**src/sv/tte_ram.sv**
```systemverilog
// Generic single-write, single-read RAM with registered read data.
// No dependencies.
module tte_ram #(
    parameter int WIDTH = 8,
    parameter int DEPTH = 16,
    parameter int AW    = (DEPTH > 1) ? $clog2(DEPTH) : 1
) (
    input  logic             aclk,
    input  logic             we,
    input  logic [AW-1:0]    waddr,
    input  logic [WIDTH-1:0] wdata,
    input  logic [AW-1:0]    raddr,
    output logic [WIDTH-1:0] rdata
);
    logic [WIDTH-1:0] mem [DEPTH];

    always_ff @(posedge aclk) begin
        if (we) begin
            mem[waddr] <= wdata;
        end
        rdata <= mem[raddr];
    end
endmodule

```
**config.mk**
```make
export PLATFORM = sky130hd
export DESIGN_NAME = tte_ram
export DESIGN_NICKNAME = d
export VERILOG_FILES = /design/src/sv/tte_ram.sv
export SDC_FILE = /design/constraint.sdc
export NUM_CORES = 1
export LEC_CHECK = 0
export ABC_AREA = 1
export BUFFER_PORTS_ARGS = -buffer_cell sky130_fd_sc_hd__buf_2
export CORE_ASPECT_RATIO = 1.4
export CORE_MARGIN = 2
export CORE_UTILIZATION = 35
export DETAILED_ROUTE_END_ITERATION = 12
export GPL_TIMING_DRIVEN = 0
export PLACE_DENSITY = 0.47
export SLEW_MARGIN = 20
export SYNTH_ARGS = -nofsm -noshare
export SYNTH_HDL_FRONTEND = slang
export SYNTH_SLANG_ARGS = --single-unit
```
**constraint.sdc**
```tcl
create_clock -name aclk -period 1.6 [get_ports aclk]
set_input_delay 0.48 -clock aclk [delete_from_list [all_inputs] [get_ports aclk]]
set_output_delay 0.48 -clock aclk [all_outputs]
set_load 0.005 [all_outputs]
```
## Yosys cells after proc, flatten, opt, wreduce, memory -nomap -nowiden

Memory sizes are Yosys's and may differ from the RTL's. A register that Yosys moved wholly into a read port is not among the register bits.
Cells that the tools add are included.

| operators by class | value |
|---|---|
| add/sub/neg operators | 0 |
| multiply operators | 0 |
| divide/modulo/power cells | 0 |
| order comparisons | 0 |
| eq/ne operators | 0 |
| shift-type cells | 0 |
| muxes and demuxes | 2 |
| bitwise gates (word level) | 0 |
| reduce and logical (&&, ||, !) cells | 0 |

Operators with widths:

| kind | number |
|---|---|
| 2-to-1 mux 1 bit | 2 |

| storage, ports and cells | value |
|---|---|
| flip-flop bits (word level) | 0 |
| bits in latches | 0 |
| bits in writable memories | 128 |
| ROM bits | 0 |
| input port bits | 18 |
| output and inout bits | 8 |
| logic and storage cells | 3 |
| memories | 1 |

Memories:

| memory | words | bits a word | read ports | clocked after Yosys merged registers in | write ports | line | text |
|---|---|---|---|---|---|---|---|
| mem | 16 | 8 | 1 | 1 | 1 | 15 | `logic [WIDTH-1:0] mem [DEPTH];` |

## Longest topological paths before layout

Gate-level depths: netlist of the first run.

| depth | value |
|---|---|
| depth after elaboration | 2 |
| depth in mapped cells | 8 |

## Worst setup path before layout of the first run

No wires, ideal clock.

| path | value |
|---|---|
| path kind | input to register |
| from | in waddr[2] |
| to | mem mem[10][0], enable pin |
| setup time | 0.370 ns |
| arrival time | 1.061 ns |
| data required time | 1.230 ns |
| slack | 0.169 ns |
| stages on the path | 2 |
| path buffers | 0 |
| cells stage by stage | nand3b_1 -> nor2_1 |

RTL lines:

| item | line | text |
|---|---|---|
| from (decl) | 10 | `input logic [AW-1:0] waddr,` |
| to (decl) | 15 |  |

No word-level cell before the write port.

## Worst setup path in the final report of the first run

| path | value |
|---|---|
| from | in waddr[2] |
| to | mem mem[9][1], enable pin |

No word-level cell before the write port.

==> key figures, run 1 <==
Placed design
  • Post-place instance area: 6130 um2
  • Number of instances in the placed design: 772
  • RePlAce Congestion: 0.958
  • Pre-CTS setup slack: -0.474 ns
  • Detailed Place HPWL: 10000 um
  • Count of input and output buffers: 22

Final layout
  • N_diodes: 0
  • Final Cell Area: 6720 um2
  • Fraction of layout cells with a size suffix above 1: 0.129
  • Area growth, synth to finish: 16.5%
  • Fin nets: 610
  • Most frequent cells in the layout: 173 x nand2_1, 128 x edfxtp_1, 100 x inv_1, 97 x nand3_1, 35 x buf_2
  • Most common cell after layout, fill and taps aside: nand2_1
  • Final core utilization: 0.415
  • Post-route insts no fill: 804

Setup path
  • CP Launch Type: primary input
  • Critical path fanouts, max: 8
  • CP Class: primary input to flip-flop
  • R2r startpoint: mem[6][6]$_DFFE_PP_
  • WP data arrival: 1.57 ns
  • FF-to-FF setup slack: 0.50 ns
  • Critical Path Sink Type: flip-flop
  • RR Endpoint: rdata[6]$_DFF_P_
  • Register-to-Register Path Depth: 6
  • Worst Path Required: 1.64 ns

Global routing
  • Total global routing track utilization: 0.177
  • GR Overflow Total: 0
  • Initial antenna violation count: 0
  • First-pass GRT wire length: 22200 um
  • Pin count of the biggest net entering global routing: 17
  • Vias in the first global route: 3768

Drt
  • Via Count: 3756
  • DR vias/cell: 4.67
  • DR iter-0 viols: 160
  • Routed Antenna Nets: 0
  • WL/cell: 18.1 um
  • Wirelength, routed: 14600 um
  • DR pass1 iterations: 5
  • # DRC: 0

CTS
  • H-tree Lvls: 4
  • TritonCTS clock tree: built
  • Cells resized by post-CTS repair: 1
  • CTS hold repair buffers: 0
  • Clk sink count: 136
  • Clock root cell: clkbuf_16
  • CTS Buffer Depth: 2
  • Clk Latency, worst-skew pair: 0.42 ns
  • Number of CTS-inserted buffers: 17
  • Clock transition at the registers of the reported paths: 0.06 ns
  • Post-CTS Setup Bufs: 0

Timing
  • Fin crit share: 0.955
  • Setup Viol. Count Final: 0
  • Final worst slack: 0.0717 ns
  • Fin. max-slew vios: 0
  • Worst setup skew after layout: 0.00766 ns
  • Tmin final: 1.53 ns
  • RSZ-0062 raised after global routing: false
  • Max_slew headroom: 0.413
  • Tightest Pin Transition: 0.878 ns
  • F_max: 654 MHz
  • TNS Setup: 0 ns
  • Final Hold Viols: 0

Hold path
  • Min-Delay Endpoint: mem[0][2]$_DFFE_PP_
  • HP Class: primary input to flip-flop
  • Worst hold path depth: 1
  • Hold Startpoint: wdata[2]

Die
  • Rows: 55
  • Initial Utilization: 0.357
  • IO Pins: 26
  • Die Width: 112 um
  • Die height: 156 um
  • Total die area: 17500 um2
  • Core Area: 16200 um2

Logic synthesis
  • Post-synth cell types: 12
  • Synth warn: 0
  • Post-synthesis cell area: 5770 um2
  • Net count after synthesis: 569
  • Seq/Total Area, Yosys: 0.694
  • Syn Area/Cell: 10.5 um2
  • Post-Syn Instances: 551
  • Synthesized flop and latch total: 136

Job
  • Max_cap viols: 0

Pwr
  • Cell Pwr Density: 1250 nW/um2
  • Internal power: 6570 uW
  • Clock network power share: 0.462
  • Part of the power in registers: 0.476
  • Pleak: 0.00289 uW
  • Psw: 1840 uW
  • Part of the power in combinational logic: 0.062
  • Net Sw Frac: 0.219
  • Max VDD drop: 0.570 mV

Status
  • Status: finished clean
how the worst max path moves through the flow:
stage,start,cells after the start,endpoint
after floorplan,waddr[2],2,mem[10][0]$_DFFE_PP_
after global placement,waddr[2],3,mem[10][1]$_DFFE_PP_
after detailed placement,waddr[2],3,mem[10][0]$_DFFE_PP_
after CTS,waddr[2],3,mem[11][7]$_DFFE_PP_
after global routing,waddr[2],3,mem[9][1]$_DFFE_PP_
final,waddr[2],3,mem[9][1]$_DFFE_PP_
metrics by stage:
step / total power [uW] / hold slack, ns
after global routing: 8680 / 0.480
final: 8410 / 0.475
after CTS: 8490 / 0.459
after floorplan: 4360 / 0.579
after global placement: 4600 / 0.658
after detailed placement: 4610 / 0.655
cell usage after synthesis:
master,instances,area share
buf_1,1,0.00065
inv_2,2,0.0013
edfxtp_1,128,0.67
nand3b_1,2,0.0026
nand2_1,173,0.11
buf_4,4,0.0052
inv_1,100,0.065
nor2_1,17,0.011
nand3_1,97,0.084
dfxtp_1,8,0.028
buf_6,6,0.012
buf_2,13,0.011
worst max-delay path, cell delays in order:
cell and delay, ns:
buf_2 0.12, nand3b_1 0.29, nor2_1 0.68
power groups by stage:
| stage | Combinational, uW | Sequential (uW) | Clock, uW |
|---|---|---|---|
| floorplan | 281 | 4080 | 0 |
| global placement | 522 | 4070 | 0 |
| detailed placement | 528 | 4080 | 0 |
| CTS | 530 | 4000 | 3960 |
| global route | 582 | 4010 | 4090 |
| finish | 522 | 4000 | 3890 |
layer usage:
metal	global-route usage	vias to the layer above	wire length, um
met4	0.0830	0	490
met2	0.321	90	7690
li1	-	1858	-
met1	0.199	1781	5810
met3	0.0342	27	580
met5	0	-	0
flip-flops by register name (all words and copies together), names as in the netlist:
signal / count
rdata: 8
mem: 128
logic make-up after synthesis:
kind of cell | synth area share
AND/OR/NAND/NOR | 0.210
flip-flops | 0.694
buffers and inverters | 0.0952
cell type report:
class,count,area [um2]
tap,199,249
fill,1534,9450
buffer,24,166
clock buffer,19,433
sequential,136,4000
clock inverter,13,154
multi-input combinational,289,1220
inverter,102,383
timing repair buffer,22,110
Power figures use the tool's default switching activity.
==> run 2, diff against run 1 <==
- CORE_MARGIN: 2 -> 8
- PLACE_DENSITY: 0.47 -> 0.54
- clock period: 1.6 -> 1.3 ns (I/O delays scaled with it)
==> run 2 against run 1 <==
  * Final cell count decreased by 0.25%
  * Worst hold slack got worse by 0.074 ns
  * Largest power group is now the clock network
  * Critical path depth unchanged
  * Clock power increased by 28%
  * Register-to-register slack got worse by 0.30 ns
  * Count of clock-buffer cells in the layout decreased by 2
  * Non-clock buffer count unchanged
  * The flow now finishes with violations (setup timing)
==> key figures, run 2 (same netlist as run 1, synthesis figures left out) <==
Placed design
  • Detailed Place HPWL: 9790 um (was 10000 um)
  • RePlAce Congestion: 0.899 (was 0.958)
  • Count of input and output buffers: 22 (unchanged)
  • Pre-CTS setup slack: -0.604 ns (was -0.474 ns)
  • Number of instances in the placed design: 772 (unchanged)

CTS
  • Clock transition at the registers of the reported paths: 0.06 ns (about the same)
  • Clk Latency, worst-skew pair: 0.42 ns (about the same)
  • Clk sink count: 136 (unchanged)
  • CTS Buffer Depth: 2 (unchanged)
  • Post-CTS Setup Bufs: 0 (unchanged)
  • H-tree Lvls: 4 (unchanged)
  • TritonCTS clock tree: built (unchanged)
  • CTS hold repair buffers: 0 (unchanged)
  • Clock root cell: clkbuf_16 (unchanged)
  • Number of CTS-inserted buffers: 17 (unchanged)

Setup path
  • CP Class: primary input to flip-flop (unchanged)
  • RR Endpoint: rdata[6]$_DFF_P_ (unchanged)
  • Worst Setup EP: mem[9][1]$_DFFE_PP_ (unchanged)
  • Critical Path Sink Type: flip-flop (unchanged)
  • Worst Path Required: 1.34 ns (was 1.64 ns)
  • FF-to-FF setup slack: 0.20 ns (was 0.50 ns)
  • R2r startpoint: mem[7][6]$_DFFE_PP_ (was mem[6][6]$_DFFE_PP_)
  • Critical path fanouts, max: 8 (unchanged)
  • WP data arrival: 1.47 ns (was 1.57 ns)
  • Worst setup path start: waddr[2] (unchanged)
  • Register-to-Register Path Depth: 6 (unchanged)
  • CP Launch Type: primary input (unchanged)

Timing
  • Final worst slack: -0.128 ns (was 0.0717 ns)
  • Final Hold Viols: 0 (unchanged)
  • Worst setup skew after layout: 0.00613 ns (was 0.00766 ns)
  • RSZ-0062 raised after global routing: true (was false)
  • Tmin final: 1.43 ns
  • Fin crit share: 1.10
  • Setup Viol. Count Final: 16 (was 0)
  • Fin. max-slew vios: 0 (unchanged)
  • Tightest Pin Transition: 0.798 ns (was 0.878 ns)
  • Hold slack: 0.401 ns (was 0.475 ns)
  • F_max: 700 MHz
  • Max_slew headroom: 0.466 (was 0.413)

Drt
  • DR pass1 iterations: 5 (unchanged)
  • Routed Antenna Nets: 0 (unchanged)
  • DR iter-0 viols: 329 (was 160)
  • DR vias/cell: 4.78 (was 4.67)
  • Wirelength, routed: 14600 um (about the same)
  • Via Count: 3831 (was 3756)
  • WL/cell: 18.2 um (was 18.1 um)
  • # DRC: 0 (unchanged)

Die
  • Rows: 55 (unchanged)
  • Total die area: 20900 um2 (was 17500 um2)
  • Initial Utilization: 0.357 (unchanged)
  • Core Area: 16200 um2 (unchanged)
  • Die Width: 124 um (was 112 um)
  • IO Pins: 26 (unchanged)
  • Die height: 168 um (was 156 um)

Global routing
  • Vias in the first global route: 3839 (was 3768)
  • Total global routing track utilization: 0.142 (was 0.177)
  • Pin count of the biggest net entering global routing: 17 (unchanged)
  • First-pass GRT wire length: 22300 um (was 22200 um)
  • Initial antenna violation count: 0 (unchanged)
  • GR Overflow Total: 0 (unchanged)

Pwr
  • Total power: 10500 uW (was 8410 uW)
  • Cell Pwr Density: 1560 nW/um2 (was 1250 nW/um2)
  • Pleak: 0.00290 uW (was 0.00289 uW)
  • Max VDD drop: 0.922 mV (was 0.570 mV)

Final layout
  • N_diodes: 0 (unchanged)
  • Post-route insts no fill: 802 (was 804)
  • Area growth, synth to finish: 17.4% (was 16.5%)
  • Most common cell after layout, fill and taps aside: nand2_1 (unchanged)
  • Largest regs: mem (128), rdata (8) (unchanged)
  • Fill count: 1525 (was 1534)
  • Largest Register: mem (unchanged)
  • Fraction of layout cells with a size suffix above 1: 0.148 (was 0.129)
  • Max FFs per register: 128 (unchanged)
  • Most frequent cells in the layout: 173 x nand2_1, 128 x edfxtp_1, 100 x inv_1, 97 x nand3_1, 33 x buf_2 (was 173 x nand2_1, 128 x edfxtp_1, 100 x inv_1, 97 x nand3_1, 35 x buf_2)
  • Fin nets: 610 (unchanged)

Status
  • Status: finished with violations (was finished clean)
  • Failing checks: setup timing

Hold path
  • HP Class: primary input to flip-flop (unchanged)

Job
  • Max_cap viols: 0 (unchanged)
[run 2: cell count changes in the layout (fill, tap and decap cells not counted), sizes merged]
cell,change
clkinv,+1
buf,-2
bufinv,+1
clkinvlp,-2
[run 2: layout make-up]
| cell class | count | area, um2 | share of cell area |
|---|---|---|---|
| clock inverter | 13 | 180 | 0.0266 |
| buffer | 24 | 171 | 0.0253 |
| multi-input combinational | 289 | 1250 | 0.184 |
| sequential | 136 | 4000 | 0.591 |
| clock buffer | 17 | 425 | 0.0628 |
| tap | 199 | 249 | 0.0368 |
| inverter | 102 | 383 | 0.0565 |
| timing repair buffer | 22 | 110 | 0.0163 |
[run 2: timing repair]
item                                    in CTS  in global routing
endpoints found under the setup margin      72                 53
gates cloned                                 0                  0
gates resized for setup                      8                  6
[run 2: through the flow]
step | instance area (um2) | util | TNS, ns
CTS | 6760 | 0.418 | -2.31
floorplan | 5770 | - | -3.28
global route | 6770 | 0.419 | -3.17
finish | 6770 | 0.419 | -1.83
global placement | 6130 | 0.379 | -55.36
detailed placement | 6130 | 0.379 | -58.70
[run 2: worst min path at each step]
stage,from,endpoint,slack [ns],cells after the start
after detailed placement,mem[11][6]$_DFFE_PP_,rdata[6]$_DFF_P_,0.68,6
after global placement,mem[10][6]$_DFFE_PP_,rdata[6]$_DFF_P_,0.65,6
after global routing,wdata[7],mem[7][7]$_DFFE_PP_,0.39,1
after floorplan,wdata[0],mem[0][0]$_DFFE_PP_,0.49,0
after CTS,raddr[3],rdata[5]$_DFF_P_,0.39,3
final,wdata[7],mem[4][7]$_DFFE_PP_,0.40,1
[run 2: critical path, cell delays in order]
cell	delay, ns
buf_2	0.12
nand3b_1	0.28
nor2_1	0.68
[run 2: layer usage]
metal | up-vias | share of wire | GRT usage
met4 | 0 | 0.048 | 0.0893
met3 | 32 | 0.039 | 0.0283
met5 | - | 0 | 0
met1 | 1829 | 0.40 | 0.159
li1 | 1860 | - | -
met2 | 110 | 0.51 | 0.245
[run 2: power by group]
group	switching, uW	total, uW	internal (uW)
registers	24.5	4930	4900
logic	462	653	191
clock network	1790	4970	3180
==> run 3, diff against run 2 <==
- CORE_MARGIN: 8 -> default
==> run 3 against run 2 <==
  * The run still ends with setup timing left
  * Non-clock buffer count did not move
  * Via count barely moved
  * Sequential power is essentially flat
  * Total power increased by 2.5%
  * Die area down 19%
  * Register-to-register slack is essentially flat
  * Largest cell class unchanged
==> key figures, run 3 (same netlist as run 1, synthesis figures left out) <==
Global routing
  • First-pass GRT wire length: 22100 um (was 22300 um)
  • Met3 Use GR: 0.0363 (was 0.0283)
  • Busiest layer in global routing: met2 (unchanged)
  • Initial antenna violation count: 0 (unchanged)
  • Pin count of the biggest net entering global routing: 17 (unchanged)
  • Total global routing track utilization: 0.180 (was 0.142)
  • Global routing usage on met1: 0.196 (was 0.159)
  • Met2 GRT Util: 0.315 (was 0.245)
  • Vias in the first global route: 3852 (was 3839)
  • GR Overflow Total: 0 (unchanged)

Final layout
  • Largest Register: mem (unchanged)
  • Fraction of layout cells with a size suffix above 1: 0.149 (was 0.148)
  • Final core utilization: 0.422 (was 0.419)
  • Most common cell after layout, fill and taps aside: nand2_1 (unchanged)
  • Area growth, synth to finish: 18.4% (was 17.4%)
  • Post-route insts no fill: 804 (was 802)
  • Most frequent cells in the layout: 173 x nand2_1, 128 x edfxtp_1, 100 x inv_1, 97 x nand3_1, 34 x buf_2 (was 173 x nand2_1, 128 x edfxtp_1, 100 x inv_1, 97 x nand3_1, 33 x buf_2)
  • N_diodes: 0 (unchanged)
  • Fill count: 1496 (was 1525)
  • Fin nets: 610 (unchanged)
  • Max FFs per register: 128 (unchanged)
  • Largest regs: mem (128), rdata (8) (unchanged)

Drt
  • WL/cell: 18.0 um (was 18.2 um)
  • # DRC: 0 (unchanged)
  • Routed Antenna Nets: 0 (unchanged)
  • DR iter-0 viols: 164 (was 329)
  • Via Count: 3833 (was 3831)
  • Wirelength, routed: 14500 um (was 14600 um)
  • DR pass1 iterations: 5 (unchanged)
  • DR vias/cell: 4.77 (was 4.78)

Setup path
  • FF-to-FF setup slack: 0.21 ns (was 0.20 ns)
  • Critical path fanouts, max: 8 (unchanged)
  • Worst Path Required: 1.34 ns (about the same)
  • Worst setup path start: waddr[0] (was waddr[2])
  • Worst Setup EP: mem[4][1]$_DFFE_PP_ (was mem[9][1]$_DFFE_PP_)
  • Register-to-Register Path Depth: 6 (unchanged)
  • Stages on worst setup path: 4 (was 3)
  • CP Launch Type: primary input (unchanged)
  • WP data arrival: 1.36 ns (was 1.47 ns)
  • CP Class: primary input to flip-flop (unchanged)
  • CP max stage cell: nor2_1 (unchanged)
  • RR Endpoint: rdata[5]$_DFF_P_ (was rdata[6]$_DFF_P_)
  • CP delay by family, top: simple AND/OR/NAND/NOR gates (unchanged)
  • Crit-path max cell delay: 0.60 ns (was 0.68 ns)
  • CP cell instances: buf_2, inv_1, nand2_1, nor2_1 (was buf_2, nand3b_1, nor2_1)
  • WP buf/inv: 2 (was 1)
  • Critical Path Sink Type: flip-flop (unchanged)
  • R2r startpoint: mem[7][5]$_DFFE_PP_ (was mem[7][6]$_DFFE_PP_)

Placed design
  • Detailed Place HPWL: 9800 um (was 9790 um)
  • Count of input and output buffers: 22 (unchanged)
  • Number of instances in the placed design: 772 (unchanged)
  • RePlAce Congestion: 0.929 (was 0.899)

Die
  • Die height: 154 um (was 168 um)
  • Core Area: 16200 um2 (unchanged)
  • Rows: 55 (unchanged)
  • Total die area: 17000 um2 (was 20900 um2)
  • IO Pins: 26 (unchanged)
  • Initial Utilization: 0.357 (unchanged)
  • Die Width: 110 um (was 124 um)

CTS
  • Post-CTS Setup Bufs: 0 (unchanged)
  • CTS Buffer Depth: 2 (unchanged)
  • Clock root cell: clkbuf_16 (unchanged)
  • Clk sink count: 136 (unchanged)
  • TritonCTS clock tree: built (unchanged)
  • Clock transition at the registers of the reported paths: 0.06 ns (about the same)
  • H-tree Lvls: 4 (unchanged)
  • CTS hold repair buffers: 0 (unchanged)
  • Clk Latency, worst-skew pair: 0.42 ns (about the same)
  • Number of CTS-inserted buffers: 17 (unchanged)

Timing
  • Tightest Pin Transition: 0.682 ns (was 0.798 ns)
  • Fin crit share: 1.01 (was 1.10)
  • Setup Viol. Count Final: 8 (was 16)
  • Final Hold Viols: 0 (unchanged)
  • Max_slew headroom: 0.544 (was 0.466)
  • Final worst slack: -0.0193 ns (was -0.128 ns)
  • F_max: 758 MHz (was 700 MHz)
  • Fin. max-slew vios: 0 (unchanged)
  • RSZ-0062 raised after global routing: true (unchanged)
  • Worst setup skew after layout: 0.00703 ns (was 0.00613 ns)
  • Tmin final: 1.32 ns (was 1.43 ns)

Status
  • Status: finished with violations (unchanged)
  • Failing checks: setup timing (unchanged)

Pwr
  • Max VDD drop: 0.916 mV (was 0.922 mV)
  • Pleak: 0.00292 uW (was 0.00290 uW)
  • Total power: 10800 uW (was 10500 uW)
  • Cell Pwr Density: 1580 nW/um2 (was 1560 nW/um2)

Hold path
  • HP Class: primary input to flip-flop (unchanged)

Job
  • Max_cap viols: 0 (unchanged)
[run 3: cell types whose count changed in the layout (fill, tap and decap cells not counted), sizes merged]
cell,previous run,this run
buf,44,45
clkinv,7,4
inv,103,102
clkinvlp,1,2
clkbuf,19,22
bufinv,4,5
[run 3: layer usage]
layer / part of all wire / vias up
li1: - / 1863
met1: 0.38 / 1802
met2: 0.52 / 128
met3: 0.050 / 40
met4: 0.058 / 0
met5: 0 / -
[run 3: area by class of cell]
| class | instances | area [um2] | share of cell area |
|---|---|---|---|
| Clock inverter | 11 | 196 | 0.0288 |
| Inverter | 102 | 383 | 0.0561 |
| Timing Repair Buffer | 22 | 110 | 0.0161 |
| Sequential cell | 136 | 4000 | 0.586 |
| Tap cell | 199 | 249 | 0.0365 |
| Clock buffer | 21 | 450 | 0.0659 |
| Multi-Input combinational cell | 289 | 1270 | 0.186 |
| Buffer | 24 | 169 | 0.0247 |
[run 3: what timing repair did]
| item | in CTS | in global routing |
|---|---|---|
| hold endpoints to repair | 0 | 0 |
| gates resized for setup | 12 | 5 |
| setup endpoints to repair | 75 | 44 |
[run 3: report_power, final]
part	switching, uW	leakage [uW]	total, uW	internal [uW]
logic	463	0.00139	654	191
registers	24.4	0.00122	4930	4900
clock network	1780	0.000307	5240	3460
total	2260	0.00292	10800	8550
[run 3: metrics by stage]
step	setup slack [ns]	instance area (um2)	hold WS (ns)	setup TNS [ns]
after CTS	-0.000919	6810	0.388	-0.000919
after global placement	-0.526	6130	0.652	-54.14
after global routing	-0.121	6830	0.388	-1.77
after detailed placement	-0.644	6130	0.654	-59.19
final	-0.0193	6830	0.393	-0.117
after floorplan	-0.0408	5770	0.489	-3.28
[run 3: worst min-delay path by stage]
| stage | startpoint | endpoint | slack (ns) | cells past startpoint |
|---|---|---|---|---|
| floorplan | wdata[0] | mem[0][0]$_DFFE_PP_ | 0.49 | 0 |
| global placement | mem[12][2]$_DFFE_PP_ | rdata[2]$_DFF_P_ | 0.65 | 6 |
| detailed placement | mem[12][2]$_DFFE_PP_ | rdata[2]$_DFF_P_ | 0.65 | 6 |
| CTS | wdata[2] | mem[12][2]$_DFFE_PP_ | 0.39 | 1 |
| global route | wdata[0] | mem[3][0]$_DFFE_PP_ | 0.39 | 1 |
| finish | wdata[7] | mem[4][7]$_DFFE_PP_ | 0.39 | 1 |
[run 3: worst register-to-register path, stage by stage (launching register included)]
cell and delay, ns:
edfxtp_1 0.35, inv_1 0.06, nand2_1 0.04, nand3_1 0.09, nand3_1 0.18, nand3_1 0.19, nand2_1 0.07
