$ cat src/sv/tte_pkg.sv
// Shared types, codes and helpers for the translation table engine.
// Used by the engine core and tte_hash in this folder; depends on nothing.
package tte_pkg;

    localparam int TABLE_ENTRIES_DEF = 4093;
    localparam int SECTORS_DEF       = 1;
    localparam int HASH_ROT          = 7;
    localparam int KEY_W             = 32;

    localparam logic [16:0] CSW_RESET   = 17'd75302;
    localparam logic [11:0] LIMIT_RESET = 12'd3274;

    localparam logic [1:0] MODE_LOOKUP = 2'd0;
    localparam logic [1:0] MODE_INSERT = 2'd1;
    localparam logic [1:0] MODE_INVAL  = 2'd2;
    localparam logic [1:0] MODE_NONE   = 2'd3;

    localparam logic [1:0] ST_EMPTY   = 2'd0;
    localparam logic [1:0] ST_INUSE   = 2'd1;
    localparam logic [1:0] ST_DELETED = 2'd2;

    localparam logic REG_CSW   = 1'b0;
    localparam logic REG_LIMIT = 1'b1;

    typedef struct packed {
        logic [1:0]  mode;
        logic [31:0] src_addr;
        logic [15:0] code_bytes;
        logic [1:0]  extent_count;
        logic [31:0] extent_base_a;
        logic [15:0] extent_len_a;
        logic [31:0] extent_base_b;
        logic [15:0] extent_len_b;
        logic [31:0] extent_base_c;
        logic [15:0] extent_len_c;
        logic [31:0] range_len;
    } in_t;

    typedef struct packed {
        logic        found;
        logic [2:0]  slot_sector;
        logic [16:0] host_word_offset;
        logic        any_deleted;
        logic        sector_recycled;
    } out_t;

    // per-slot record held in the entry memory
    typedef struct packed {
        logic [31:0] key;
        logic [16:0] word_offset;
        logic [1:0]  extent_count;
        logic [31:0] base_a;
        logic [15:0] len_a;
        logic [31:0] base_b;
        logic [15:0] len_b;
        logic [31:0] base_c;
        logic [15:0] len_c;
    } entry_t;

    // inclusive ranges; ends are computed modulo 2^32 and compared unsigned
    function automatic logic ranges_meet(input logic [31:0] s1, input logic [31:0] r1,
                                         input logic [31:0] s2, input logic [31:0] r2);
        logic [31:0] e1;
        logic [31:0] e2;
        e1 = s1 + r1 - 32'd1;
        e2 = s2 + r2 - 32'd1;
        return !((e1 < s2) || (e2 < s1));
    endfunction

endpackage

$ cat src/sv/tte_hash.sv
// Iterative hash: key rotated right, then reduced modulo the table size by folding
// the upper bits back in, one fold per cycle. Depends on tte_pkg.
module tte_hash #(
    parameter int TABLE_ENTRIES = tte_pkg::TABLE_ENTRIES_DEF,
    parameter int IW            = $clog2(TABLE_ENTRIES)
) (
    input  logic          aclk,
    input  logic          aresetn,
    input  logic          start,
    input  logic [31:0]   key,
    output logic          done,
    output logic [IW-1:0] index
);
    localparam int RW = IW + 1;
    localparam int HW = tte_pkg::KEY_W - IW;
    // weight of the bits above IW: 2^IW mod TABLE_ENTRIES
    localparam logic [IW-1:0] FOLD_W = IW'((1 << IW) - TABLE_ENTRIES);
    localparam logic [RW-1:0] TE     = RW'(TABLE_ENTRIES);

    logic [31:0]   x_reg;
    logic [IW-1:0] idx_reg;
    logic          busy_reg;
    logic          done_reg;
    logic [HW-1:0] hi;
    logic [IW-1:0] lo;
    logic [RW-1:0] lo_ext;
    logic [31:0]   x_next;
    logic [IW-1:0] idx_next;

    // hi*2^IW + lo == hi*FOLD_W + lo (mod table size); strictly shrinks while hi != 0
    always_comb begin
        hi       = x_reg[31:IW];
        lo       = x_reg[IW-1:0];
        lo_ext   = {1'b0, lo};
        x_next   = 32'(hi) * 32'(FOLD_W) + 32'(lo);
        idx_next = (lo_ext >= TE) ? IW'(lo_ext - TE) : lo;
    end

    always_ff @(posedge aclk) begin
        if (!aresetn) begin
            busy_reg <= 1'b0;
            done_reg <= 1'b0;
        end else begin
            done_reg <= 1'b0;
            if (start) begin
                busy_reg <= 1'b1;
                x_reg    <= (key >> tte_pkg::HASH_ROT) |
                            (key << (tte_pkg::KEY_W - tte_pkg::HASH_ROT));
            end else if (busy_reg) begin
                if (hi != '0) begin
                    x_reg <= x_next;
                end else begin
                    idx_reg  <= idx_next;
                    busy_reg <= 1'b0;
                    done_reg <= 1'b1;
                end
            end
        end
    end

    assign done  = done_reg;
    assign index = idx_reg;
endmodule

$ cat config.mk
export PLATFORM = sky130hd
export DESIGN_NAME = tte_hash
export DESIGN_NICKNAME = d
export VERILOG_FILES = /design/src/sv/tte_pkg.sv /design/src/sv/tte_hash.sv
export SDC_FILE = /design/constraint.sdc
export NUM_CORES = 1
export LEC_CHECK = 0
export BUFFER_PORTS_ARGS = -buffer_cell sky130_fd_sc_hd__buf_2
export CAP_MARGIN = 15
export CORE_ASPECT_RATIO = 1.5
export CORE_MARGIN = 1.5
export CORE_UTILIZATION = 55
export CTS_CLUSTER_DIAMETER = 30
export DETAILED_ROUTE_END_ITERATION = 10
export PLACE_DENSITY_LB_ADDON = 0.12
export SLEW_MARGIN = 20
export SYNTH_ARGS = -nofsm -noshare
export SYNTH_HDL_FRONTEND = slang
export SYNTH_SLANG_ARGS = --single-unit
$ cat constraint.sdc
create_clock -name aclk -period 6.1 [get_ports aclk]
set_input_delay 0.915 -clock aclk [delete_from_list [all_inputs] [get_ports aclk]]
set_output_delay 0.915 -clock aclk [all_outputs]
set_load 0.02 [all_outputs]
Word-level counts from Yosys, hierarchy flattened
Cells that the tools add are included.
{"block": "word_totals", "reg_bits": 46, "wordCells": 27, "inputBits": 35}
{"block": "op_classes", "mux": 8, "n_addsub": 2, "bitwise_logic": 5, "reduce_logical": 6, "multipliers": 1, "order_cmp": 1}
{"operator": "$mux W32", "n": 3}
{"operator": "$or A25 B32 Y32", "n": 1}
{"operator": "$add A22 B12 Y23", "n": 1}
{"operator": "$mul A20 B2 Y22 const B", "n": 1}
{"operator": "$reduce_bool A20 Y1", "n": 1}
{"operator": "$ge A12 B12 Y1 const B", "n": 1}
{"operator": "$mux W12", "n": 1}
{"operator": "$sub A12 B12 Y12 const B", "n": 1}
{"operator": "$mux W1", "n": 4}
{"operator": "$not A1 Y1", "n": 4}
{"operator": "$reduce_and A4 Y1", "n": 1}
{"operator": "$reduce_bool A2 Y1", "n": 2}
{"operator": "$reduce_and A3 Y1", "n": 1}
{"operator": "$reduce_or A3 Y1", "n": 1}

Longest topological paths before layout
Gate-level depths: netlist (run 1).
{"block": "depth", "ltp_word": 5, "ltp_mapped": 11, "mapped_depth_nobuf": 11}

Worst setup path after synthesis (run 1)
Ideal clock, no wire load.
{"block": "synth_path", "path_type": "in2reg", "start": "input port start", "end": "register x_reg[0] (enable)", "slack_ns": 2.116, "arrival_ns": 3.513, "t_required_ns": 5.629, "path_buffers": 1, "path_stages": 3, "cell_sequence": "inv_1 clkbuf_1 a21boi_0"}
{"block": "synth_via", "elab_chain_cells": 2, "elab_cells_between_ends": 3, "cone_classes": "reduce/logical (3)"}
{"element": "from (decl)", "line_no": "tte_hash.sv:9", "source": "input logic start,"}
{"element": "$reduce_bool A2 Y1 (no source line)"}
{"element": "$reduce_and A3 Y1 (no source line) *"}
{"element": "to (signal assigned)", "line_no": "tte_hash.sv:47", "source": "x_reg <= (key >> tte_pkg::HASH_ROT) |"}
{"element": "to (signal assigned)", "line_no": "tte_hash.sv:51", "source": "x_reg <= x_next;"}
{"element": "to (decl)", "line_no": "tte_hash.sv:20", "source": "logic [31:0] x_reg;"}
Every way passes the cells marked *; elsewhere a longest branch is shown, timed or not.
A chain may end at the register's enable or synchronous reset.

Final worst setup path (run 1)
{"block": "layout_path", "start": "register x_reg[1]", "end": "register x_reg[19] (data pin)"}
{"block": "layout_via", "elab_chain_cells": 4}
{"element": "$add A22 B12 Y23", "line_no": "tte_hash.sv:35", "source": "x_next = 32'(hi) * 32'(FOLD_W) + 32'(lo);"}
{"element": "$mux W32", "line_no": "tte_hash.sv:50", "source": "if (hi != '0) begin"}
{"element": "$mux W32", "line_no": "tte_hash.sv:49", "source": "end else if (busy_reg) begin"}
{"element": "$mux W32", "line_no": "tte_hash.sv:45", "source": "if (start) begin"}
Every way passes these cells. The select of a mux whose other input is x is not followed.

==> results of run 1 <==
==> layout by cell type (no fill, tap or decap), types with 3 or more instances in the layout <==
cell,netlist,layout
nor2_1,15,15
and2_1,12,12
nand3_1,6,6
a21oi_2,3,3
o21ai_1,3,3
xor2_1,8,8
buf_2,1,47
xnor2_1,5,5
clkbuf_8,0,6
edfxtp_1,44,44
o21bai_1,4,4
nand2_1,25,25
and4_1,3,3
nand4_1,5,5
ha_1,42,42
mux2_2,4,4
nor2b_1,11,11
fa_1,12,12
inv_1,32,32
a21oi_1,15,15
a21o_1,4,4
nor3_1,5,5
o21ai_0,18,18
==> per-stage QoR <==
stage | total power [mW] | hold slack (ns) | setup WS, ns | std cells
2_1_floorplan | 0.873 | 0.479 | 2.12 | 328
3_3_place_gp | 0.968 | 0.512 | 2.60 | 440
3_5_place_dp | 0.989 | 0.515 | 2.52 | 440
4_1_cts | 1.19 | 0.518 | 2.83 | 448
5_1_grt | 1.27 | 0.533 | 2.65 | 448
6_report | 1.18 | 0.512 | 2.83 | 448
==> power by group through the flow <==
stage	registers [mW]	clock network (mW)	logic, mW
3_5_place_dp	0.438	0	0.551
2_1_floorplan	0.427	0	0.446
5_1_grt	0.435	0.211	0.621
3_3_place_gp	0.437	0	0.531
6_report	0.429	0.196	0.556
4_1_cts	0.431	0.202	0.554
==> worst max-delay path, delay by kind of cell, from the launching register on <==
kind            cells  cell delay (ns)
fa+ha+maj           3             1.19
flops               1             0.34
compound gates      5             1.02
buf+inv             2             0.14
simple gates        1             0.33
==> cell type report <==
class | instances | area (µm²)
multi-input cells | 240 | 1980
fillers | 519 | 2280
clock buffers | 6 | 82.6
well taps | 74 | 92.6
clock inverters | 2 | 12.5
flip-flops and latches | 46 | 1360
inverters | 32 | 120
repair buffers | 48 | 243
==> logic make-up (layout without fill, tap and decap cells) <==
| logic type | Yosys count | count (layout) | share of synthesized area |
|---|---|---|---|
| mux | 5 | 5 | 0.0157 |
| xor+xnor | 13 | 13 | 0.0324 |
| fa+ha+maj | 54 | 54 | 0.218 |
| flops | 46 | 46 | 0.388 |
| simple gates | 95 | 95 | 0.145 |
| compound gates | 73 | 73 | 0.151 |
| buf+inv | 42 | 88 | 0.0499 |
==> how the worst max path moves through the flow <==
stage / start / to / depth (start not counted)
finish: x_reg[1] / x_reg[19] / 11
global placement: start / x_reg[22] / 4
detailed placement: start / x_reg[22] / 4
global route: start / x_reg[30] / 4
floorplan: start / x_reg[0] / 3
CTS: start / x_reg[28] / 4
==> layer usage <==
metal	part of all wire	routed length, µm
met3	0.033	240
met2	0.56	4150
met1	0.37	2720
met4	0.034	251
met5	0	0
==> flow_summary.rst, run 1 <==
.. list-table::
   :header-rows: 1

   * - Metric
     - Value
   * - Logic depth of the worst register-to-register path
     - 11
   * - H-Tree Depth
     - 2
   * - GR Overflow Total
     - 0
   * - Min Clock Period, post-route
     - 3.27 ns
   * - Fraction of the yosys area taken by sequential cells
     - 0.388
   * - Yosys Warn Count
     - 0
   * - Max-Slew Margin vs Limit
     - 0.348
   * - Average cell area after synthesis
     - 10.7 µm²
   * - Global-route track usage on met1
     - 0.236
   * - Mapped Nets
     - 417
   * - Pwr/cell area
     - 304 nW/µm²
   * - Number of CTS-inserted buffers
     - 5
   * - Share of power burned in combinational logic
     - 0.470
   * - Count of clock tree sinks
     - 46
   * - Data arrival time of the critical path
     - 3.33 ns
   * - Final TNS setup
     - 0 ns
   * - Number of enable-type register cells in the synthesized netlist
     - 44
   * - Count of hold-fix buffers inserted at cts
     - 0
   * - Count of cell types in the netlist
     - 56
   * - Count of nets after finishing
     - 462
   * - Library cell occupying the most area in the post-synthesis netlist
     - edfxtp_1
   * - Floorplan row count
     - 35
   * - Most Crowded Layer GR
     - met2
   * - Global router's overall resource usage
     - 0.233
   * - Final hold violation count
     - 0
   * - Post-synthesis cell count
     - 328
   * - Fraction of layout instances using a drive strength above 1
     - 0.195
   * - Top FF cell, synth
     - edfxtp_1
   * - Launching element type of the critical path
     - flop
   * - Type of the worst min-delay path
     - reg2reg
   * - Antenna viol nets, final
     - 0
   * - Reported max-cap violation count
     - 0
   * - Required time worst endpoint
     - 6.15 ns
   * - Outcome
     - complete, no violations
   * - CP endpoint kind
     - flop
   * - Detailed-placement wirelength estimate
     - 5880 µm
   * - Clock network fraction of total power
     - 0.166
   * - Setup slack on the worst flop-to-flop path
     - 2.83 ns
   * - Wire per inst
     - 16.4 µm
   * - Worst Skew
     - 0.0107 ns
   * - Final cycle utilization of the critical path
     - 0.537
   * - Width of the chip
     - 68.2 µm
   * - Hold Path End
     - done
   * - Placeable core area
     - 6170 µm²
   * - CTS tree
     - yes
   * - I/O Pins
     - 48
   * - Initial DRT Pass Iterations
     - 4
   * - Share of total power in sequential cells
     - 0.363
   * - Port bufs
     - 47
   * - Reg2Reg Launch Point
     - x_reg[1]
   * - Most frequent cell after synthesis
     - edfxtp_1
   * - Number of cells upsized or downsized after cts
     - 0
   * - Largest incremental delay on the critical path
     - 0.55 ns
   * - Total placed instance area
     - 3800 µm²
   * - Final Util
     - 0.630
   * - Static Leak
     - 1.68 nW
   * - Die footprint
     - 6880 µm²
   * - Later-pin clock latency in the skew report
     - 0.30 ns
   * - Final Max Slew Viols
     - 0
   * - Setup repair after global routing missed its margin
     - no
   * - Via density per instance
     - 5.74
   * - Global routing met2 resource utilization
     - 0.449
   * - Clock tree buffer depth
     - 2
   * - Clock slew at the register clock pins of the worst setup and hold paths
     - 0.09 ns
   * - Initial core utilization
     - 0.569
   * - Global-route track usage on met3
     - 0.0279
   * - Synth area leaders
     - edfxtp_1, ha_1, fa_1, inv_1, nand2_1
   * - RR Endpoint
     - x_reg[19]
   * - Die H
     - 101 µm
   * - Number of design-rule violations left by the first detailed-router iteration
     - 160
   * - Peak supply drop
     - 0.141 mV
   * - Pin count of the biggest net entering global routing
     - 48
   * - Total via count in the routed design
     - 2,573
   * - Worst Hold Path Cells
     - 1
   * - Switching share of total power
     - 0.391
   * - Total Routed Length
     - 7370 µm
   * - Category of the critical setup timing path
     - reg2reg
   * - Count of unresolved DRC violations after routing
     - 0
   * - Transition time of the tightest slew-check pin
     - 0.973 ns
   * - Post-synthesis instance area
     - 3510 µm²
   * - Number of flip-flops under the largest register name
     - 32
   * - Proportion of netlist area held by the largest area contributor
     - 0.376
   * - Critical path, cell by cell
     - inv_1 -> fa_1 -> inv_1 -> ha_1 -> fa_1 -> a21oi_2 -> o211ai_2 -> a21oi_4 -> a2111oi_4 -> or3_1 -> a31o_1
   * - Post-CTS setup buffer count
     - 0
   * - Vias in the first global route
     - 2,599
   * - Start point of the worst min-delay path
     - busy_reg
   * - Async set-reset flop share out of synthesis
     - 0
   * - Final antenna diode count
     - 0
   * - Net switching power
     - 462 µW
   * - Routability congestion estimate
     - 0.910
   * - Register bit total from synthesis
     - 46
   * - Final standard cell area without fillers
     - 3890 µm²
   * - Cell type of the slowest stage on the worst timing path
     - fa_1
   * - F_max
     - 0.305 GHz
   * - Number of failing setup endpoints in the final timing report
     - 0
   * - Maximum fanout count along the critical path
     - 5
   * - Post-synth top cells
     - edfxtp_1, ha_1, inv_1
   * - Global-route wire length before repair
     - 11,800 µm
   * - Internal power of the cells
     - 719 µW
   * - Number of antenna violations at the first check in global routing
     - 0
   * - Root buffer cell
     - clkbuf_8
   * - P&R area growth vs syn
     - 10.8%
Power figures use the tool's default switching activity.
==> run 2, diff against run 1 <==
--- a/config.mk
+++ b/config.mk
@@ -5,11 +5,12 @@
 export SDC_FILE = /design/constraint.sdc
 export NUM_CORES = 1
 export LEC_CHECK = 0
+export ABC_AREA = 1
 export BUFFER_PORTS_ARGS = -buffer_cell sky130_fd_sc_hd__buf_2
 export CAP_MARGIN = 15
 export CORE_ASPECT_RATIO = 1.5
 export CORE_MARGIN = 1.5
-export CORE_UTILIZATION = 55
+export CORE_UTILIZATION = 53
 export CTS_CLUSTER_DIAMETER = 30
 export DETAILED_ROUTE_END_ITERATION = 10
 export PLACE_DENSITY_LB_ADDON = 0.12
==> constraint.sdc (replaced) <==
create_clock -name aclk -period 2.8 [get_ports aclk]
set_input_delay 0.42 -clock aclk [delete_from_list [all_inputs] [get_ports aclk]]
set_output_delay 0.42 -clock aclk [all_outputs]
set_load 0.02 [all_outputs]
==> run 2 against run 1 <==
  * Clock skew shrank 0.0058 ns
  * Wire length increased by 18%
  * Largest power group unchanged
  * Non-clock buffer count grew 4
  * Critical path type unchanged
==> flow_summary.rst, run 2 <==
.. list-table::
   :header-rows: 1

   * - Metric
     - Value
   * - Outcome
     - complete, no violations
   * - Mapped Nets
     - 553
   * - Type of the worst min-delay path
     - in2reg
   * - Proportion of netlist area held by the largest area contributor
     - 0.354
   * - Die H
     - 106 µm
   * - Total placed instance area
     - 4080 µm²
   * - Reported max-cap violation count
     - 0
   * - Final TNS setup
     - 0 ns
   * - Library cell occupying the most area in the post-synthesis netlist
     - edfxtp_1
   * - CTS tree
     - yes
   * - Post-route non-filler standard cell count
     - 597
   * - Average cell area after synthesis
     - 8.05 µm²
   * - Post-synthesis cell count
     - 464
   * - CP endpoint kind
     - flop
   * - Count of nets after finishing
     - 607
   * - Worst setup startpoint
     - x_reg[1]
   * - Final antenna diode count
     - 0
   * - Worst Skew
     - 0.00491 ns
   * - Yosys Warn Count
     - 0
   * - Number of flip-flops under the largest register name
     - 32
   * - Most frequent cell after synthesis
     - nand2_1
   * - Number of enable-type register cells in the synthesized netlist
     - 44
   * - Launching element type of the critical path
     - flop
   * - Count of hold-fix buffers inserted at cts
     - 0
   * - Commonest non-fill, non-tap cell in the layout
     - nand2_1
   * - Count of clock tree sinks
     - 46
   * - Count of unresolved DRC violations after routing
     - 0
   * - Required time worst endpoint
     - 2.86 ns
   * - Later-pin clock latency in the skew report
     - 0.30 ns
   * - Reg2Reg Launch Point
     - x_reg[1]
   * - Setup repair after global routing missed its margin
     - no
   * - Width of the chip
     - 71.6 µm
   * - Final standard cell area without fillers
     - 4210 µm²
   * - Static Leak
     - 2.20 nW
   * - Clock tree buffer depth
     - 2
   * - F_max
     - 0.378 GHz
   * - Total Routed Length
     - 8710 µm
   * - Post-synthesis instance area
     - 3740 µm²
   * - Pin count of the biggest net entering global routing
     - 39
   * - Final hold violation count
     - 0
   * - Number of design-rule violations left by the first detailed-router iteration
     - 143
   * - Setup slack on the worst flop-to-flop path
     - 0.16 ns
   * - Final cycle utilization of the critical path
     - 0.944
   * - Wire per inst
     - 14.6 µm
   * - Final Max Slew Viols
     - 0
   * - Pwr/cell area
     - 605 nW/µm²
   * - P&R area growth vs syn
     - 12.8%
   * - Number of CTS-inserted buffers
     - 5
   * - Antenna viol nets, final
     - 0
   * - GR Overflow Total
     - 0
   * - Worst setup endpoint
     - x_reg[7]
   * - H-Tree Depth
     - 2
   * - Worst Hold Path Cells
     - 3
   * - Post-synth top cells
     - nand2_1, inv_1, edfxtp_1
   * - Initial DRT Pass Iterations
     - 6
   * - Register bit total from synthesis
     - 46
   * - Top FF cell, synth
     - edfxtp_1
   * - Fillers
     - 632
   * - Category of the critical setup timing path
     - reg2reg
   * - Final Util
     - 0.615
   * - Global router's overall resource usage
     - 0.244
   * - Peak supply drop
     - 0.353 mV
   * - Commonest cells after routing, fill and taps aside
     - nand2_1, inv_1, buf_2
   * - Fraction of the yosys area taken by sequential cells
     - 0.364
   * - Clock slew at the register clock pins of the worst setup and hold paths
     - 0.10 ns
   * - Global-route wire length before repair
     - 14,000 µm
   * - Die footprint
     - 7570 µm²
   * - Cell count after placement
     - 587
   * - RR Endpoint
     - x_reg[7]
   * - Total via count in the routed design
     - 3,140
   * - Fraction of layout instances using a drive strength above 1
     - 0.171
   * - Number of failing setup endpoints in the final timing report
     - 0
   * - Maximum fanout count along the critical path
     - 4
   * - Logic depth of the worst register-to-register path
     - 11
   * - Transition time of the tightest slew-check pin
     - 0.622 ns
   * - Initial core utilization
     - 0.545
   * - Tightest hold margin
     - 0.367 ns
   * - Routability congestion estimate
     - 0.939
   * - Data arrival time of the critical path
     - 2.70 ns
   * - Placeable core area
     - 6850 µm²
   * - Number of antenna violations at the first check in global routing
     - 0
   * - Root buffer cell
     - clkbuf_8
   * - Min Clock Period, post-route
     - 2.64 ns
   * - Vias in the first global route
     - 3,097
   * - Count of cell types in the netlist
     - 31
   * - Detailed-placement wirelength estimate
     - 7090 µm
   * - Async set-reset flop share out of synthesis
     - 0
   * - Floorplan row count
     - 37
   * - Max-Slew Margin vs Limit
     - 0.584
   * - Via density per instance
     - 5.26
   * - Synth area leaders
     - edfxtp_1, nand2_1, ha_1, inv_1, fa_1
   * - Port bufs
     - 47
   * - I/O Pins
     - 48
## run 2: cell count changes after synthesis, sizes merged, moves of 7 or more
cell and delta:
and2 -11, inv +48, nand2 +135, nand3 +25, nor2 +16, nor2b -11
o21ai -11, xor2 -7
## run 2: how the worst min path moves through the flow
stage              from         to  slack (ns)
4_1_cts         key[31]  x_reg[24]        0.36
2_1_floorplan  busy_reg       done        0.47
3_3_place_gp   busy_reg       done        0.48
6_report        key[29]  x_reg[22]        0.37
3_5_place_dp   busy_reg       done        0.49
5_1_grt          key[5]  x_reg[30]        0.36
## run 2: logic make-up (layout without fill, tap and decap cells)
kind of cell,count (synthesis),in the layout,share of synthesized area
xor gates and xnor gates,6,6,0.0141
and+or+nand+nor,238,238,0.278
buffers and inverters,87,142,0.0881
DFF,46,46,0.364
AOI/OAI and AO/OA,33,33,0.0506
adders and majority gates,54,54,0.205
## run 2: what timing repair did
action	in CTS	in global routing
resized for setup	0	2
endpoints found under the hold margin	0	0
setup endpoints to repair	0	5
buffers inserted	0	1
## run 2: area by class of cell
cell class / count / area, µm² / share of cell area
tap: 78 / 97.6 / 0.0232
sequential: 46 / 1360 / 0.323
multi-input combinational: 331 / 2060 / 0.489
inverter: 82 / 308 / 0.0730
timing repair buffer: 52 / 293 / 0.0695
clock inverter: 3 / 23.8 / 0.00564
clock buffer: 5 / 68.8 / 0.0163
## run 2: per-stage QoR
step / setup slack (ns) / power (mW)
global route: 0.0133 / 2.74
detailed placement: 0.125 / 2.12
finish: 0.157 / 2.55
floorplan: 0.336 / 1.81
global placement: 0.169 / 2.10
CTS: 0.103 / 2.55
## run 2: layer usage
metal  wire, µm  GRT usage
met3        342     0.0315
met5          0          0
met4        562      0.151
met1       3050      0.233
met2       4760      0.474
## run 2: critical path, stage by stage, from the launching register on
cell and delay [ns]:
edfxtp_1 0.39, inv_1 0.10, fa_1 0.53, inv_1 0.04, ha_2 0.20, fa_2 0.39
nand3_1 0.11, nand3_2 0.10, nand2_1 0.08, nand2_1 0.06, o21ai_0 0.30, nand2_1 0.08
## run 2: where the power goes
| part | total, mW | switching, mW | internal [mW] | leakage (nW) |
|---|---|---|---|---|
| clock network | 0.429 | 0.250 | 0.179 | 0.0408 |
| registers | 0.917 | 0.0724 | 0.845 | 0.434 |
| logic | 1.20 | 0.754 | 0.448 | 1.72 |
| total | 2.55 | 1.08 | 1.47 | 2.20 |
==> run 3, diff against run 2 <==
--- a/config.mk
+++ b/config.mk
@@ -8,9 +8,11 @@
 export ABC_AREA = 1
 export BUFFER_PORTS_ARGS = -buffer_cell sky130_fd_sc_hd__buf_2
 export CAP_MARGIN = 15
-export CORE_ASPECT_RATIO = 1.5
+export CELL_PAD_IN_SITES_DETAIL_PLACEMENT = 0
+export CELL_PAD_IN_SITES_GLOBAL_PLACEMENT = 1
+export CORE_ASPECT_RATIO = 0.5
 export CORE_MARGIN = 1.5
-export CORE_UTILIZATION = 53
+export CORE_UTILIZATION = 44
 export CTS_CLUSTER_DIAMETER = 30
 export DETAILED_ROUTE_END_ITERATION = 10
 export PLACE_DENSITY_LB_ADDON = 0.12
==> constraint.sdc (replaced) <==
create_clock -name aclk -period 3.03 [get_ports aclk]
set_input_delay 0.4545 -clock aclk [delete_from_list [all_inputs] [get_ports aclk]]
set_output_delay 0.4545 -clock aclk [all_outputs]
set_load 0.02 [all_outputs]
==> run 3 against run 2 <==
  * Non-clock buffer count fell by 1
  * Largest cell class unchanged
  * Highest routed layer unchanged
  * Die area is 20% higher
  * Flip-flop and latch count is the same
  * Setup slack gained 0.22 ns
  * Clock skew up 0.00073 ns
  * Clock power up 32%
==> flow_summary.rst, run 3 (synthesis gave the netlist of run 2 again) <==
.. list-table::
   :header-rows: 1

   * - Metric
     - Value
   * - Count of unresolved DRC violations after routing
     - 0
   * - Launching element type of the critical path
     - flop
   * - Static Leak
     - 2.22 nW
   * - Root buffer cell
     - clkbuf_16
   * - Via density per instance
     - 4.70
   * - Pin count of the biggest net entering global routing
     - 39
   * - Vias in the first global route
     - 2,658
   * - Total via count in the routed design
     - 2,962
   * - Antenna viol nets, final
     - 0
   * - Data arrival time of the critical path
     - 2.71 ns
   * - Cell type of the slowest stage on the worst timing path
     - fa_1
   * - Initial core utilization
     - 0.460
   * - Final antenna diode count
     - 0
   * - Wire per inst
     - 13.3 µm
   * - Number of flip-flops under the largest register name
     - 32
   * - Post-CTS setup buffer count
     - 0
   * - CTS tree
     - yes
   * - Final TNS setup
     - 0 ns
   * - Maximum fanout count along the critical path
     - 4
   * - Number of CTS-inserted buffers
     - 5
   * - Hold Path End
     - x_reg[31]
   * - Number of cells upsized or downsized after cts
     - 0
   * - Largest incremental delay on the critical path
     - 0.53 ns
   * - I/O Pins
     - 48
   * - Worst Hold Path Cells
     - 3
   * - GR Overflow Total
     - 0
   * - Initial DRT Pass Iterations
     - 4
   * - F_max
     - 0.377 GHz
   * - Setup slack on the worst flop-to-flop path
     - 0.38 ns
   * - Commonest cells after routing, fill and taps aside
     - nand2_1, inv_1, buf_2
   * - CP endpoint kind
     - flop
   * - Later-pin clock latency in the skew report
     - 0.30 ns
   * - Critical path, cell by cell
     - inv_1 -> fa_1 -> inv_1 -> ha_1 -> fa_1 -> nand3_1 -> nand3_2 -> nand2_1 -> nand2_1 -> nand2_1 -> nand3b_1 -> nand3_1 -> nand2_1
   * - Pwr/cell area
     - 583 nW/µm²
   * - Outcome
     - complete, no violations
   * - Die H
     - 68.2 µm
   * - Final standard cell area without fillers
     - 4300 µm²
   * - Clock slew at the register clock pins of the worst setup and hold paths
     - 0.07 ns
   * - Count of nets after finishing
     - 606
   * - Peak supply drop
     - 0.285 mV
   * - Commonest non-fill, non-tap cell in the layout
     - nand2_1
   * - Clock tree buffer depth
     - 2
   * - Number of antenna violations at the first check in global routing
     - 0
   * - Die footprint
     - 9090 µm²
   * - Total placed instance area
     - 4120 µm²
   * - P&R area growth vs syn
     - 15.0%
   * - Number of design-rule violations left by the first detailed-router iteration
     - 126
   * - Final Max Slew Viols
     - 0
   * - Routability congestion estimate
     - 0.876
   * - Transition time of the tightest slew-check pin
     - 0.480 ns
   * - RR Endpoint
     - x_reg[13]
   * - H-Tree Depth
     - 2
   * - Count of hold-fix buffers inserted at cts
     - 0
   * - Floorplan row count
     - 23
   * - Max-Slew Margin vs Limit
     - 0.679
   * - Global-route wire length before repair
     - 13,400 µm
   * - Final cycle utilization of the critical path
     - 0.876
   * - Global router's overall resource usage
     - 0.199
   * - Reg2Reg Launch Point
     - x_reg[1]
   * - Fraction of layout instances using a drive strength above 1
     - 0.166
   * - Width of the chip
     - 133 µm
   * - Count of clock tree sinks
     - 46
   * - Number of failing setup endpoints in the final timing report
     - 0
   * - Placeable core area
     - 8120 µm²
   * - Category of the critical setup timing path
     - reg2reg
   * - Port bufs
     - 47
   * - Type of the worst min-delay path
     - in2reg
   * - Crit-path most repeated cell
     - nand2_1
   * - Reported max-cap violation count
     - 0
   * - Worst Skew
     - 0.00564 ns
   * - Total Routed Length
     - 8400 µm
   * - Logic depth of the worst register-to-register path
     - 13
   * - Setup repair after global routing missed its margin
     - no
   * - Start point of the worst min-delay path
     - key[6]
   * - Final hold violation count
     - 0
   * - Required time worst endpoint
     - 3.09 ns
   * - Min Clock Period, post-route
     - 2.65 ns
   * - Detailed-placement wirelength estimate
     - 6750 µm
-- run 3: cell types whose count changed in the layout (fill, tap and decap cells not counted), sizes merged --
cell,previous run,this run
buf,52,51
clkinv,2,4
clkinvlp,2,1
inv,81,80
-- run 3: how the worst max path moves through the flow --
stage / from / endpoint / slack [ns] / depth (start not counted)
6_report: x_reg[1] / x_reg[13] / 0.38 / 13
5_1_grt: x_reg[1] / x_reg[13] / 0.17 / 13
4_1_cts: x_reg[1] / x_reg[13] / 0.35 / 13
3_5_place_dp: x_reg[1] / x_reg[13] / 0.36 / 13
3_3_place_gp: x_reg[1] / x_reg[13] / 0.42 / 13
2_1_floorplan: x_reg[14] / x_reg[0] / 0.21 / 7
-- run 3: layout make-up --
cell class | count | area (µm²)
Sequential cell | 46 | 1360
Inverter | 82 | 308
Multi-Input combinational cell | 331 | 2060
Fill cell | 802 | 3820
Timing Repair Buffer | 51 | 285
Clock buffer | 5 | 125
Tap cell | 112 | 140
Clock inverter | 3 | 21.3
-- run 3: critical path, delay by kind of cell (launching register included) --
family / cells / cell delay [ns]
flip-flops: 1 / 0.36
AND/OR/NAND/NOR: 8 / 0.71
buffers and inverters: 2 / 0.14
adder cells (fa/ha/maj): 3 / 1.19
-- run 3: metrics by stage --
| step | util | power (mW) | worst slack, ns | std cells | hold WS [ns] |
|---|---|---|---|---|---|
| global placement | 0.508 | 1.94 | 0.424 | 621 | 0.492 |
| detailed placement | 0.508 | 1.94 | 0.356 | 621 | 0.493 |
| finish | 0.530 | 2.50 | 0.377 | 630 | 0.409 |
| floorplan | - | 1.67 | 0.210 | 464 | 0.468 |
| CTS | 0.526 | 2.51 | 0.346 | 629 | 0.406 |
| global route | 0.530 | 2.69 | 0.170 | 630 | 0.417 |
-- run 3: layer usage --
layer | wire, µm | vias up | GRT usage
li1 | - | 1580 | -
met2 | 3610 | 59 | 0.335
met4 | 38 | 0 | 0.0367
met3 | 345 | 4 | 0.0385
met5 | 0 | - | 0
met1 | 4400 | 1319 | 0.274
-- run 3: power by group --
part | switching [mW] | total [mW] | internal (mW)
sequential | 0.0639 | 0.845 | 0.781
combinational | 0.687 | 1.09 | 0.407
clock | 0.258 | 0.565 | 0.306
total | 1.01 | 2.50 | 1.49
